[src/hdp_pkg.sv]
// hdp_pkg: shared types, register indexes and constants of the drive-to-point controller
// no dependencies; used by the channel interfaces, controller, datapath and top level
package hdp_pkg;

  localparam int POS_W    = 24;
  localparam int HEAD_W   = 16;
  localparam int TIME_W   = 32;
  localparam int VOLT_W   = 15;
  localparam int MV_W     = 14;
  localparam int RAD_W    = 23;
  localparam int MODE_W   = 2;
  localparam int CFG_IDX_W  = 3;
  localparam int CFG_DATA_W = 32;
  localparam int STEP_W   = 5;
  localparam int SQRT_STEPS = 25;
  localparam int ATAN_N   = 24;

  localparam logic [MODE_W-1:0] LIMIT_FRONT = 2'd1;
  localparam logic [MODE_W-1:0] LIMIT_BACK  = 2'd2;

  localparam logic [31:0] ATAN_TAB [ATAN_N] = '{
    32'd536870912, 32'd316933406, 32'd167458907, 32'd85004756, 32'd42667331,
    32'd21354465, 32'd10679838, 32'd5340245, 32'd2670163, 32'd1335087,
    32'd667544, 32'd333772, 32'd166886, 32'd83443, 32'd41722, 32'd20861,
    32'd10430, 32'd5215, 32'd2608, 32'd1304, 32'd652, 32'd326, 32'd163, 32'd81
  };

  typedef enum logic [CFG_IDX_W-1:0] {
    CFG_TARGET_X    = 3'd0,
    CFG_TARGET_Y    = 3'd1,
    CFG_MAX_VOLTAGE = 3'd2,
    CFG_MIN_VOLTAGE = 3'd3,
    CFG_STOP_RADIUS = 3'd4,
    CFG_LIMIT_MODE  = 3'd5,
    CFG_TIMEOUT     = 3'd6
  } cfg_reg_t;

  typedef enum logic [4:0] {
    ST_IDLE, ST_DIFF, ST_SQX, ST_SQY, ST_SQRT, ST_ERR, ST_MUL_P, ST_MUL_I,
    ST_MUL_D, ST_VOLT, ST_HEAD, ST_VEC_INIT, ST_VEC, ST_ROT_INIT, ST_ROT, ST_FIN
  } hdp_state_t;

  typedef enum logic [4:0] {
    OP_NONE, OP_TAKE, OP_DIFF, OP_SQX, OP_SQY, OP_SQRT, OP_ERR, OP_MUL_P,
    OP_MUL_I, OP_MUL_D, OP_VOLT, OP_HEAD, OP_VEC_INIT, OP_VEC, OP_ROT_INIT,
    OP_ROT, OP_FIN
  } dp_op_t;

  typedef struct packed {
    dp_op_t            op;
    logic [STEP_W-1:0] step;
  } hdp_cmd_t;

  typedef struct packed {
    logic frozen;
    logic out_free;
  } hdp_stat_t;

endpackage

[src/hdp_ctrl.sv]
// hdp_ctrl: sequencer that steps the datapath through one sample
// depends on hdp_pkg (state, command and status types)
module hdp_ctrl import hdp_pkg::*; #(
  parameter int unsigned CORDIC_STEPS = 16
) (
  input  logic      clk,
  input  logic      rst,
  input  logic      in_valid,
  output logic      in_ready,
  input  hdp_stat_t stat,
  output hdp_cmd_t  cmd
);

  localparam logic [STEP_W-1:0] SQRT_LAST   = STEP_W'(SQRT_STEPS - 1);
  localparam logic [STEP_W-1:0] CORDIC_LAST = STEP_W'(CORDIC_STEPS - 1);

  hdp_state_t        state, state_next;
  logic [STEP_W-1:0] step;

  always_comb begin
    state_next = state;
    unique case (state)
      ST_IDLE:     if (in_valid) state_next = ST_DIFF;
      ST_DIFF:     state_next = stat.frozen ? ST_FIN : ST_SQX;
      ST_SQX:      state_next = ST_SQY;
      ST_SQY:      state_next = ST_SQRT;
      ST_SQRT:     if (step == SQRT_LAST) state_next = ST_ERR;
      ST_ERR:      state_next = ST_MUL_P;
      ST_MUL_P:    state_next = ST_MUL_I;
      ST_MUL_I:    state_next = ST_MUL_D;
      ST_MUL_D:    state_next = ST_VOLT;
      ST_VOLT:     state_next = ST_HEAD;
      ST_HEAD:     state_next = ST_VEC_INIT;
      ST_VEC_INIT: state_next = ST_VEC;
      ST_VEC:      if (step == CORDIC_LAST) state_next = ST_ROT_INIT;
      ST_ROT_INIT: state_next = ST_ROT;
      ST_ROT:      if (step == CORDIC_LAST) state_next = ST_FIN;
      ST_FIN:      if (stat.out_free) state_next = ST_IDLE;
      default:     state_next = ST_IDLE;
    endcase
  end

  always_comb begin
    in_ready = 1'b0;
    cmd.step = step;
    unique case (state)
      ST_IDLE: begin
        in_ready = 1'b1;
        cmd.op   = in_valid ? OP_TAKE : OP_NONE;
      end
      ST_DIFF:     cmd.op = OP_DIFF;
      ST_SQX:      cmd.op = OP_SQX;
      ST_SQY:      cmd.op = OP_SQY;
      ST_SQRT:     cmd.op = OP_SQRT;
      ST_ERR:      cmd.op = OP_ERR;
      ST_MUL_P:    cmd.op = OP_MUL_P;
      ST_MUL_I:    cmd.op = OP_MUL_I;
      ST_MUL_D:    cmd.op = OP_MUL_D;
      ST_VOLT:     cmd.op = OP_VOLT;
      ST_HEAD:     cmd.op = OP_HEAD;
      ST_VEC_INIT: cmd.op = OP_VEC_INIT;
      ST_VEC:      cmd.op = OP_VEC;
      ST_ROT_INIT: cmd.op = OP_ROT_INIT;
      ST_ROT:      cmd.op = OP_ROT;
      ST_FIN:      cmd.op = OP_FIN;
      default:     cmd.op = OP_NONE;
    endcase
  end

  always_ff @(posedge clk) begin
    if (rst) begin
      state <= ST_IDLE;
      step  <= '0;
    end else begin
      state <= state_next;
      if ((state == ST_SQRT || state == ST_VEC || state == ST_ROT) && state_next == state)
        step <= step + STEP_W'(1);
      else
        step <= '0;
    end
  end

endmodule

[config.mk]
export PLATFORM = sky130hd
export DESIGN_NAME = hdp_ctrl
export DESIGN_NICKNAME = d
export VERILOG_FILES = /design/src/hdp_pkg.sv /design/src/hdp_ctrl.sv
export SDC_FILE = /design/constraint.sdc
export NUM_CORES = 1
export LEC_CHECK = 0
export BUFFER_PORTS_ARGS = -buffer_cell sky130_fd_sc_hd__buf_2
export CAP_MARGIN = 10
export CORE_ASPECT_RATIO = 1.1
export CORE_MARGIN = 2
export CORE_UTILIZATION = 35
export CTS_BUF_LIST = sky130_fd_sc_hd__clkbuf_8
export CTS_CLUSTER_DIAMETER = 100
export DETAILED_ROUTE_END_ITERATION = 12
export PLACE_DENSITY = 0.58
export SLEW_MARGIN = 5
export SYNTH_ARGS = -nofsm -noshare
export SYNTH_HDL_FRONTEND = slang
export SYNTH_SLANG_ARGS = --single-unit
export TNS_END_PERCENT = 30
[constraint.sdc]
create_clock -name clk -period 2.34 [get_ports clk]
set_clock_uncertainty 0.05 [all_clocks]
set_input_delay 0.117 -clock clk [delete_from_list [all_inputs] [get_ports clk]]
set_output_delay 0.117 -clock clk [all_outputs]
set_load 0.05 [all_outputs]
Word-level counts from Yosys, hierarchy flattened
Index checks and enable logic that the tools add are counted.
Widths: inputs -> output; s select.
Word-level totals
  memories: 0
  flip-flop bits (word level): 10
  memory bits (writable): 0
  bits in latches: 0
  bits in read-only memories: 0
Operators by class
  add/sub/neg operators: 1
  $mul: 0
  order comparisons: 0
  shift-type cells: 0
  div/mod/pow operators: 0
  muxes and demuxes: 10
  equal/unequal tests: 18
  reductions and logical operators: 5
  bitwise logic cells: 1
Operator list (number)
  $pmux 5 s16: 2
  $eq 5x4->1 const B: 9
  $mux 5: 5
  $eq 5x3->1 const B: 4
  $eq 5x2->1 const B: 2
  $add 5x1->5 const B: 1
  $eq 5x1->1 const B: 1
  $eq 5x5->1: 1
  $eq 5x5->1 const B: 1
  $logic_not 5->1: 1
  $mux 4: 1
  $logic_or 1x1->1: 2
  $mux 1: 2
  $reduce_or 2->1: 1
  $logic_and 1x1->1: 1
  $not 1->1: 1

Longest topological paths before layout
  word-level depth: 7
  mapped depth: 6
  gate-level depth less buffers: 6

Worst setup path before layout
Ideal clock, no wire load.
  kind: register to output
  start: register state[0]
  end: output port cmd[9] (netlist name)
  data arrival time: 1.638 ns
  cell stages (with the launch flop): 4
  slack: 0.535 ns
  cell sequence: dfxtp_1 buf_2 nand2_1 nor3_1
RTL lines
  from (decl): line hdp_ctrl.sv:17  | hdp_state_t state, state_next;
  from (signal assigned): line hdp_ctrl.sv:75  | state <= state_next;
  to (decl): line hdp_ctrl.sv:11  | output hdp_cmd_t cmd

==> impl_metrics.py <==
metrics = {
    "clock_network": {
        "cts_setup_buffers": 0,
        "clkLatencyLatePin_ns": 0.24,
        "cts-root-buf": "clkbuf_8",
        "cts.repair.resized": 0,
        "cts.sinks": 10,
        "htree_levels": 1,
        "postCtsHoldBufs": 0,
        "cts_tree": "built",
        "path_clk_slew_ns": 0.05,
        "clk_path_buf_depth": 2,
        "cts_buffers": 3,
    },
    "min_path": {
        "hp-class": "in -> reg",
    },
    "synthesis": {
        "syn_inst": 66,
        "synth_seq_area_share": 0.3478,
        "syn_avg_cell_area_um2": 8.720,
        "synthesis.nets": 74,
        "yosys.area.top_type": "dfxtp_1",
        "synth.distinct_cells": 27,
        "yosys_register_bits": 10,
        "syn_area_um2": 575.6,
        "yosysWarnings": 0,
        "synth_top_area_share": 0.3478,
        "synth_area_leaders": "dfxtp_1, ha_1, nor3_1",
    },
    "timing": {
        "tns_ns": 0,
        "hold_viol": 0,
        "max_freq_ghz": 0.5944,
        "finalSetupViolations": 0,
        "rsz0062_at_grt": "no",
        "slew_headroom": 0.6263,
        "tightest_slew_ns": 0.5572,
        "slew_violations": 0,
        "fin_crit_sh": 0.7190,
        "fin_ws_ns": 0.6576,
        "fin_crit_ns": 1.682,
    },
    "routing": {
        "drt-pass1-iter-count": 5,
        "num_vias": 505,
        "route.layer.met1.wl_um": 563,
        "post_drt_wl_per_cell_um": 11.96,
        "wl_met2_um": 502,
        "drt_wl_total_um": 1172,
        "via_per_inst": 5.153,
        "ant_nets": 0,
        "drtIter0Drc": 9,
        "drc": 0,
        "dr_wl_met3_um": 88,
        "routed.top_layer": "met4",
    },
    "global_route": {
        "grt_pass1_vias": 442,
        "grt_max_degree": 12,
        "grt_pass1_wl_um": 1890,
        "overflow": 0,
        "antenna_found_initial": 0,
        "grt_usage": 0.1301,
    },
    "placed_design": {
        "place.port_buffers": 15,
        "gp_congestion": 0.8098,
        "place_ws_ns": 0.6993,
        "hpwl_um": 850.4,
    },
    "power": {
        "swShare": 0.2453,
        "intPower_mw": 0.3363,
        "ir_worst_vdd_v": 0.0003152,
        "power_frac_comb": 0.093,
        "seq_power_share": 0.407,
        "pwr-share-clk": 0.499,
        "p_leak_nw": 0.2971,
        "switchingPower_mw": 0.1093,
        "power_density_nw_per_um2": 641.7,
    },
    "die": {
        "num_io_pins": 16,
        "num_rows": 15,
        "initial_utilization": 0.3695,
        "die_h_um": 46.53,
        "die-area_um2": 1985,
        "coreArea_um2": 1558,
        "die_w_um": 42.67,
    },
    "final_layout": {
        "area_growth_pct": 20.65,
        "diodes": 0,
        "fin_util": 0.4458,
        "layout-drive-gt1-share": 0.3210,
        "nets": 90,
        "fillerInstances": 166,
    },
    "setup_path": {
        "arrival_ns": 1.52,
        "crit_path_end_kind": "primary output",
        "cp_data_required_time_ns": 2.17,
        "path_max_fanout": 9,
        "critical_path_class": "reg -> out",
        "crit_path_start_kind": "register",
    },
    "run": {
        "cap_violations": 0,
    },
    "outcome": {
        "status": "finished, final reports clean",
    },
}
==> power by group through the flow <==
| stage | Sequential [mW] | Clock [mW] | Combinational [mW] |
|---|---|---|---|
| finish | 0.182 | 0.223 | 0.0416 |
| global route | 0.182 | 0.232 | 0.0445 |
| detailed placement | 0.185 | 0 | 0.0418 |
| global placement | 0.185 | 0 | 0.0419 |
| floorplan | 0.179 | 0 | 0.0400 |
| CTS | 0.181 | 0.222 | 0.0419 |
==> synthesized netlist by cell type <==
cell type and instances:
o21ba_2 2, o21a_1 1, nand4b_1 1, inv_1 4
o32ai_1 1, dfxtp_1 10, conb_1 1, nor2b_1 2
buf_2 2, nand2_2 1, and3_1 1, a21oi_2 1
nor4_1 2, o31ai_2 1, and4b_2 1, xor2_1 2
ha_1 3, nand2_1 3, nor3_1 7, nand3_1 3
or4b_4 1, a21oi_1 1, xnor2_1 3, nor4bb_1 1
nor2_1 8, a22oi_1 1, buf_6 2
==> cell type report <==
type / count / area [um^2] / share of cell area
clock buffers: 4 / 55.05 / 0.07928
flip-flops and latches: 10 / 200.2 / 0.2883
inverters: 4 / 15.01 / 0.02162
multi-input cells: 48 / 327.8 / 0.4721
well taps: 17 / 21.27 / 0.03063
repair buffers: 15 / 75.07 / 0.1081
==> per-layer routing <==
layer,vias up,global-route usage
li1,255,-
met4,0,0.07500
met5,-,0
met1,226,0.1569
met3,4,0.04706
met2,20,0.2000
==> final timing paths <==
path                                from  endpoint  slack [ns]  cells past startpoint
worst max register to register  state[2]   step[2]        0.70                      4
worst max-delay path            state[1]    cmd[7]        0.66                      4
worst min-delay path                 rst  state[3]        0.04                      2
worst min register to register   step[0]   step[0]        0.46                      1
==> through the flow <==
stage	instances	hold WS, ns	power [mW]	area [um^2]
after floorplan	66	0.1387	0.2186	575.6
after global placement	94	0.2973	0.2268	639.4
after detailed placement	94	0.2978	0.2266	639.4
after CTS	98	0.04524	0.4455	694.4
after global routing	98	0.06231	0.4591	694.4
final	98	0.04478	0.4456	694.4
==> flip-flops by register name (all words and copies together) (netlist names) <==
register,flops
state,5
step,5
==> critical path, stage by stage, from the launching register on <==
cell and delay, ns:
dfxtp_1 0.51, nand2_1 0.17, xor2_1 0.17, nor2_1 0.14, buf_2 0.28
==> cell families after synthesis <==
logic type	after synthesis	share of synthesized area
AO/OA/AOI/OAI	8	0.1217
XOR/XNOR	5	0.07610
adder cells (fa/ha/maj)	3	0.06522
buffers and inverters	8	0.08260
flip-flops	10	0.3478
other	1	0.006515
AND/OR/NAND/NOR	31	0.3000
==> cells in the final DEF (no fill, tap or decap), drive strengths merged <==
cell type and count:
buf 15, dfxtp 10, nor2 8, nor3 7
inv 4, clkbuf 4, nand2 4, xnor2 3
nand3 3, ha 3, nor4 2, xor2 2
nor2b 2, o21ba 2, a21oi 2, and3 1
nand4b 1, and4b 1, nor4bb 1, a22oi 1
o31ai 1, o32ai 1, or4b 1, o21a 1
conb 1
(Power assumes the default switching activity.)
